`config.mk`:
```
export PLATFORM = sky130hd
export DESIGN_NAME = encoder_period_speed_meter
export DESIGN_NICKNAME = d
export VERILOG_FILES = /design/src/epsm_pkg.sv /design/src/encoder_period_speed_meter.sv
export SDC_FILE = /design/constraint.sdc
export NUM_CORES = 1
export LEC_CHECK = 0
export BUFFER_PORTS_ARGS = -buffer_cell sky130_fd_sc_hd__buf_2
export CAP_MARGIN = 20
export CORE_MARGIN = 4
export CORE_UTILIZATION = 50
export DETAILED_ROUTE_END_ITERATION = 16
export PLACE_DENSITY = 0.71
export SETUP_SLACK_MARGIN = 0.3
export SYNTH_ARGS = -nofsm -noshare
export SYNTH_HDL_FRONTEND = slang
export SYNTH_SLANG_ARGS = --single-unit
```
`constraint.sdc`:
```
create_clock -name i_clk -period 4.6 [get_ports i_clk]
set_input_delay 1.15 -clock i_clk [delete_from_list [all_inputs] [get_ports i_clk]]
set_output_delay 1.15 -clock i_clk [all_outputs]
set_load 0.02 [all_outputs]
```
`src/epsm_pkg.sv`:
```
// Shared constants for the encoder period speed meter.
`timescale 1ns / 1ps

package epsm_pkg;

    localparam int TS_W           = 16;           // timer / period width
    localparam int SCALE_W        = 32;           // speed_scale width
    localparam int SPEED_W        = 15;           // Q8.7 speed width
    localparam int EDGES_DEF      = 16;           // default group size
    localparam int DIV_STEPS      = SCALE_W;      // one quotient bit per step
    localparam logic [SCALE_W-1:0] SCALE_RESET = 32'd10_000_000;
    localparam logic [SPEED_W-1:0] SPEED_MAX   = 15'h7FFF;

endpackage

```
`src/encoder_period_speed_meter.sv`:
```
// Encoder period speed meter: group average by multiply, speed by one divider.
`timescale 1ns / 1ps

// Usage
// - Input channel (i_in_valid / o_in_stall, payload i_edge_timestamp): one item
//   per encoder edge, carrying the free-running 16-bit timer value at that edge.
// - Output channel (o_out_valid / i_out_stall): exactly one result item per edge
//   with o_average_period, o_speed_q (Q8.7, saturated) and o_group_done.
// - Config: i_cfg_we / i_cfg_wdata write speed_scale; write only while idle.
// Timing
// - The speed (scale / average) runs through one restoring shift-subtract
//   divider that makes one quotient bit per cycle.
// - The group average (sum / EDGES_AVERAGED) is a multiply by a constant
//   reciprocal, done in the S_DIV_AVG state.
// - Ordinary edge: S_IDLE loads the divider, S_DIV_SPD runs the division and
//   S_EMIT loads the output register; the next edge is taken back in S_IDLE.
// - Edge that closes a group: S_DIV_AVG forms the average first, then the
//   division runs as for an ordinary edge.
// - The input stalls while an item is being averaged, divided or emitted; a finished result sits
//   in the output register so the next edge can be taken while it waits.
// - If the receiver stalls, the block holds the next result until the output
//   register frees up.
// Reset (synchronous, active low): timestamp, sum, count, average and speed go
// to zero, speed_scale to 10000000, both channels empty.

module encoder_period_speed_meter #(
    parameter int EDGES_AVERAGED = epsm_pkg::EDGES_DEF
) (
    input  logic                         i_clk,
    input  logic                         i_rst_n,
    // edge input
    input  logic                         i_in_valid,
    output logic                         o_in_stall,
    input  logic [epsm_pkg::TS_W-1:0]    i_edge_timestamp,
    // result output
    output logic                         o_out_valid,
    input  logic                         i_out_stall,
    output logic [epsm_pkg::TS_W-1:0]    o_average_period,
    output logic [epsm_pkg::SPEED_W-1:0] o_speed_q,
    output logic                         o_group_done,
    // speed_scale register
    input  logic                         i_cfg_we,
    input  logic [epsm_pkg::SCALE_W-1:0] i_cfg_wdata
);

    localparam int CW     = $clog2(EDGES_AVERAGED);      // edge counter width
    localparam int SW     = epsm_pkg::TS_W + CW;          // period sum width
    localparam int DW     = epsm_pkg::SCALE_W;            // dividend width
    localparam int RW     = epsm_pkg::TS_W;               // divisor / remainder
    localparam int STEP_W = $clog2(epsm_pkg::DIV_STEPS);

    // sum / N as (sum * ceil(2^(SW+CW) / N)) >> (SW+CW); exact for sum < 2^SW
    localparam int AVG_SH = SW + CW;
    localparam int MW     = SW + 1;
    localparam logic [MW-1:0] AVG_RECIP =
        MW'(((64'd1 << AVG_SH) + 64'(EDGES_AVERAGED) - 64'd1) / 64'(EDGES_AVERAGED));

    typedef enum logic [1:0] {
        S_IDLE,
        S_DIV_AVG,   // sum / EDGES_AVERAGED
        S_DIV_SPD,   // speed_scale / average
        S_EMIT
    } t_state;

    t_state                        r_state;
    logic [epsm_pkg::SCALE_W-1:0]  r_scale;
    logic [epsm_pkg::TS_W-1:0]     r_prev;
    logic [SW-1:0]                 r_sum;
    logic [CW-1:0]                 r_cnt;
    logic [epsm_pkg::TS_W-1:0]     r_avg;
    logic [epsm_pkg::SPEED_W-1:0]  r_speed;
    logic                          r_done;

    // shared divider registers
    logic [DW-1:0]                 r_dq;     // dividend in, quotient shifts in
    logic [RW-1:0]                 r_rem;
    logic [RW-1:0]                 r_div;
    logic [STEP_W-1:0]             r_step;

    // output register
    logic                          r_out_valid;
    logic [epsm_pkg::TS_W-1:0]     r_o_avg;
    logic [epsm_pkg::SPEED_W-1:0]  r_o_speed;
    logic                          r_o_done;

    logic                          in_take;
    logic                          out_take;
    logic                          emit_take;
    logic [epsm_pkg::TS_W-1:0]     delta;
    logic [SW-1:0]                 sum_new;
    logic                          last_edge;
    logic                          last_step;

    // group average
    logic [SW+MW-1:0]              avg_prod;
    logic [RW-1:0]                 avg_q;

    // divider step
    logic [RW:0]                   rem_sh;
    logic [RW+1:0]                 diff;
    logic                          ge;
    logic [RW-1:0]                 n_rem;
    logic [DW-1:0]                 n_dq;
    logic [epsm_pkg::SPEED_W-1:0]  spd_sat;

    assign o_in_stall = (r_state != S_IDLE);
    assign in_take    = i_in_valid && !o_in_stall;
    assign out_take   = r_out_valid && !i_out_stall;
    assign emit_take  = (r_state == S_EMIT) && (!r_out_valid || !i_out_stall);

    assign delta     = i_edge_timestamp - r_prev;    // wraps modulo 2^16
    assign sum_new   = r_sum + SW'(delta);
    assign last_edge = (r_cnt == CW'(EDGES_AVERAGED - 1));
    assign last_step = (r_step == STEP_W'(epsm_pkg::DIV_STEPS - 1));

    // sum held in r_dq; quotient fits 16 bits since sum < N * 2^16
    assign avg_prod = (SW+MW)'(r_dq[SW-1:0]) * (SW+MW)'(AVG_RECIP);
    assign avg_q    = avg_prod[AVG_SH +: RW];

    // one restoring step: shift in the next dividend bit, try the subtract
    assign rem_sh = {r_rem, r_dq[DW-1]};
    assign diff   = {1'b0, rem_sh} - {2'b00, r_div};
    assign ge     = !diff[RW+1];
    assign n_rem  = ge ? diff[RW-1:0] : rem_sh[RW-1:0];
    assign n_dq   = {r_dq[DW-2:0], ge};

    assign spd_sat = (|n_dq[DW-1:epsm_pkg::SPEED_W]) ? epsm_pkg::SPEED_MAX
                                                     : n_dq[epsm_pkg::SPEED_W-1:0];

    always_ff @(posedge i_clk) begin
        if (!i_rst_n) begin
            r_state     <= S_IDLE;
            r_scale     <= epsm_pkg::SCALE_RESET;
            r_prev      <= '0;
            r_sum       <= '0;
            r_cnt       <= '0;
            r_avg       <= '0;
            r_speed     <= '0;
            r_done      <= 1'b0;
            r_step      <= '0;
            r_out_valid <= 1'b0;
        end else begin
            if (i_cfg_we) begin
                r_scale <= i_cfg_wdata;
            end
            if (emit_take) begin
                r_out_valid <= 1'b1;
            end else if (out_take) begin
                r_out_valid <= 1'b0;
            end

            unique case (r_state)
                S_IDLE: begin
                    if (in_take) begin
                        r_prev <= i_edge_timestamp;
                        r_rem  <= '0;
                        r_step <= '0;
                        if (last_edge) begin
                            r_cnt   <= '0;
                            r_sum   <= '0;
                            r_done  <= 1'b1;
                            r_dq    <= DW'(sum_new);
                            r_state <= S_DIV_AVG;
                        end else begin
                            r_cnt   <= r_cnt + 1'b1;
                            r_sum   <= sum_new;
                            r_done  <= 1'b0;
                            r_dq    <= r_scale;
                            r_div   <= r_avg;
                            r_state <= S_DIV_SPD;
                        end
                    end
                end
                S_DIV_AVG: begin
                    r_avg   <= avg_q;
                    r_dq    <= r_scale;
                    r_div   <= avg_q;
                    r_state <= S_DIV_SPD;
                end
                S_DIV_SPD: begin
                    r_dq  <= n_dq;
                    r_rem <= n_rem;
                    if (last_step) begin
                        r_speed <= (r_div == '0) ? '0 : spd_sat;
                        r_step  <= '0;
                        r_state <= S_EMIT;
                    end else begin
                        r_step  <= r_step + 1'b1;
                    end
                end
                S_EMIT: begin
                    if (emit_take) begin
                        r_o_avg     <= r_avg;
                        r_o_speed   <= r_speed;
                        r_o_done    <= r_done;
                        r_state     <= S_IDLE;
                    end
                end
                default: r_state <= S_IDLE;
            endcase
        end
    end

    assign o_out_valid      = r_out_valid;
    assign o_average_period = r_o_avg;
    assign o_speed_q        = r_o_speed;
    assign o_group_done     = r_o_done;

    // an accepted edge always stalls the input on the next cycle
    a_busy_after_take: assert property (@(posedge i_clk) disable iff (!i_rst_n)
        in_take |=> o_in_stall)
        else $error("input not stalled after an accepted edge");

    // the step counter only runs while a division is in flight
    a_step_in_div: assert property (@(posedge i_clk) disable iff (!i_rst_n)
        (r_step != '0) |-> (r_state == S_DIV_AVG || r_state == S_DIV_SPD))
        else $error("divider step count outside a division");

    // the average only changes at the end of the group division
    a_avg_from_div: assert property (@(posedge i_clk) disable iff (!i_rst_n)
        !$stable(r_avg) |-> $past(r_state == S_DIV_AVG))
        else $error("average changed outside the group division");

    // zero average always reports zero speed
    a_zero_speed: assert property (@(posedge i_clk) disable iff (!i_rst_n)
        (r_state == S_EMIT && r_avg == '0) |-> (r_speed == '0))
        else $error("nonzero speed with zero average");

endmodule

```
==> results.cfg <==
[run_status]
status = complete, no violations

[logic_synthesis]
yosys.cell_types.count = 70
synth_edf_count = 96
syn_area_sq_um = 10300
ys.flop_type = dfxtp_1
synth_compound_area_share_pct = 16.5
synth_top_family_by_area = compound AO/OA/AOI/OAI gates
syn_area_per_cell_sq_um = 10.4
syn_nets = 1101
synthSimpleGateAreaFrac_pct = 13.8
synthAdderAreaFrac_pct = 7.11
synth.mux.area_fraction_pct = 5.52
ys_warn_count = 0
syn_inst = 991
ys_seq_area_share_pct = 49.6
yosys_register_bits = 208
synth_async_sr_flop_share_pct = 0
synth-xor-area-share_pct = 3.47

[power]
peakVddDrop_v = 0.000364
power_per_cell_area_nw_per_um2 = 617
p_leak_nw = 4.88
power_w = 0.00752

[cells_and_area]
final_area_sq_um = 12200
drive_gt1_share_pct = 20.7
n_antenna_cell = 0
syn2layout_area_growth_pct = 18.0
fin_nets = 1219

[clock_network]
clkSinkCount = 208
clkTransAtPathRegs_ps = 60
ctsHoldBuffers = 0
clk_latency_ps = 500
htree_levels = 1
cts_tree = built
cts_root_buf = clkbuf_16
clk_path_buf_depth = 3
numCtsBuffers = 23

[timing]
setup_ws_ps = 193
clock.fmax_ghz = 0.227
setup_viol = 0
worst-slew-pin-transition_ps = 1050
fin_setup_tns_ps = 0
period_share_pct = 95.8
finalCriticalPeriod_ps = 4410
slew_headroom_pct = 30.0
maxSlewViolCount = 0
finalHoldViolCount = 0
rsz0062_at_grt = yes
skew_ps = 12.9

[die]
die_h_um = 152
ioPinCount = 87
die_w_um = 152
die_area_sq_um = 23000
std_cell_rows = 52
initial_utilization_pct = 50.9
core-area_sq_um = 20300

[worst_setup_path]
crit_path_max_fanout = 3
crit_type = in -> reg
crit_path_end_kind = flip-flop
worstPathRequired_ps = 4830
worstPathArrival_ps = 4640
startpoint_type = input pin

[routing]
ant_nets = 0
drt_iter0_drc = 527
wl_mm = 23.0
drcViolationCount = 0
dr_total_vias = 7570
wl_per_cell_um = 16.5
firstDrtPassIters = 5
viasPerCell = 5.43

[place]
dp_hpwl_mm = 16.3
gp_congestion = 0.912
placed_area_sq_um = 11300
place_ws_ps = -460
io_buffers = 86

[grt]
first_global_vias = 7251
grt.overflow.total = 0
grt_first_pass_wirelength_mm = 37.1
gr-usage-all-layers_pct = 19.2
grt_antenna_before_repair = 0
grt_max_degree = 88

[min_path]
hold_path.class = reg -> reg

[run]
maxCapViolations = 0
## layer usage
| metal | vias up | global-route usage (%) | share of wire, % |
|---|---|---|---|
| li1 | 3792 | - | - |
| met4 | 0 | 3.55 | 1.3 |
| met5 | - | 0 | 0 |
| met2 | 159 | 33.0 | 48 |
| met1 | 3593 | 26.4 | 46 |
| met3 | 26 | 2.30 | 4.2 |
## cells in the final DEF (no fill, tap or decap), drive strengths merged, types with 3 or more instances in the layout
| cell | netlist | routed |
|---|---|---|
| a21o | 10 | 10 |
| o21ai | 68 | 68 |
| nand4 | 9 | 9 |
| nand2b | 10 | 10 |
| nand2 | 96 | 96 |
| and4 | 3 | 3 |
| and2 | 31 | 31 |
| a31oi | 8 | 8 |
| nor3b | 3 | 3 |
| clkinvlp | 0 | 4 |
| clkinv | 0 | 8 |
| a22oi | 17 | 17 |
| dfxtp | 112 | 112 |
| a211oi | 9 | 9 |
| and3 | 7 | 7 |
| fa | 3 | 3 |
| ha | 54 | 54 |
| o31a | 5 | 5 |
| mux2i | 39 | 39 |
| clkbuf | 34 | 25 |
| edfxtp | 96 | 96 |
| a21oi | 50 | 50 |
| o21a | 8 | 8 |
| nand3 | 17 | 17 |
| buf | 11 | 139 |
| xor2 | 20 | 20 |
| xnor2 | 21 | 21 |
| a22o | 12 | 12 |
| nor2 | 39 | 39 |
| inv | 51 | 53 |
| a21boi | 34 | 34 |
| mux2 | 16 | 16 |
| o21bai | 5 | 5 |
| nor2b | 43 | 43 |
| o22ai | 4 | 4 |
| nor4 | 7 | 7 |
| nor3 | 8 | 8 |
## cell families (layout without fill, tap and decap cells)
logic type / Yosys count / in the layout
compound gates: 251 / 251
flops: 208 / 208
fa+ha+maj: 57 / 57
xor+xnor: 41 / 41
simple gates: 282 / 282
buf+inv: 97 / 231
mux: 55 / 55
## critical path: stages
cell      delay (ps)
buf_12           110
inv_12            40
ha_4             120
inv_2             30
fa_2             340
a211oi_2         240
o21bai_1         120
a31o_1           210
and2_4           140
o41a_1           340
xor2_1           170
ha_1             320
a21o_1           180
a21o_1           170
a21o_2           210
a221o_1          350
and4_4           180
xnor2_2          130
o21ai_1           70
## cell usage after synthesis, drive strengths merged (34+ instances only)
master  number  area, sq um
ha          54          676
clkbuf      34          128
dfxtp      112         2240
mux2i       39          390
nand2       96          360
nor2        39          146
a21boi      34          255
inv         51          191
edfxtp      96         2880
a21oi       50          262
nor2b       43          269
o21ai       68          344
## per-stage QoR
stage          utilization [%]  cells  hold slack (ps)
2_1_floorplan                -    991              404
3_3_place_gp              55.6   1346              412
3_5_place_dp              55.6   1346              419
4_1_cts                   59.5   1390              433
5_1_grt                   60.1   1395              443
6_report                  60.1   1395              430
## where the power goes
group          leakage, nW  switching, W  internal [W]
combinational         2.71       0.00175       0.00135
clock                0.350      0.000728       0.00103
sequential            1.82      0.000252       0.00241
## cell type report
cell class	instances	area [sq um]
timing repair buffer	139	875
tap	270	338
multi-input combinational	686	4940
clock buffer	25	583
fill	1767	8100
clock inverter	16	140
inverter	51	204
sequential	208	5120
## worst paths after layout
kind	from	to	slack (ps)	cells after the start
setup / recovery	i_edge_timestamp[0]	r_dq[19]	190	19
setup reg to reg	r_prev[0]	r_dq[19]	580	17
hold / removal	r_speed[11]	o_speed_q[11]	430	0
hold reg to reg	r_speed[11]	o_speed_q[11]	430	0
## state kept, by name (all words and copies together), names as in the netlist, 4 cells and up
register and flops:
r_step 5, r_scale 32, r_avg 16, r_prev 16, o_speed_q 15, o_average_period 16
r_div 16, r_speed 15, r_dq 32, r_rem 16, r_sum 20, r_cnt 4
## what timing repair did
item	in CTS	in global routing
pin swaps	22	19
setup endpoints to repair	11	15
cloned	0	0
gates resized for setup	13	14
setup buffers	3	3
Power figures use the tool's default switching activity.
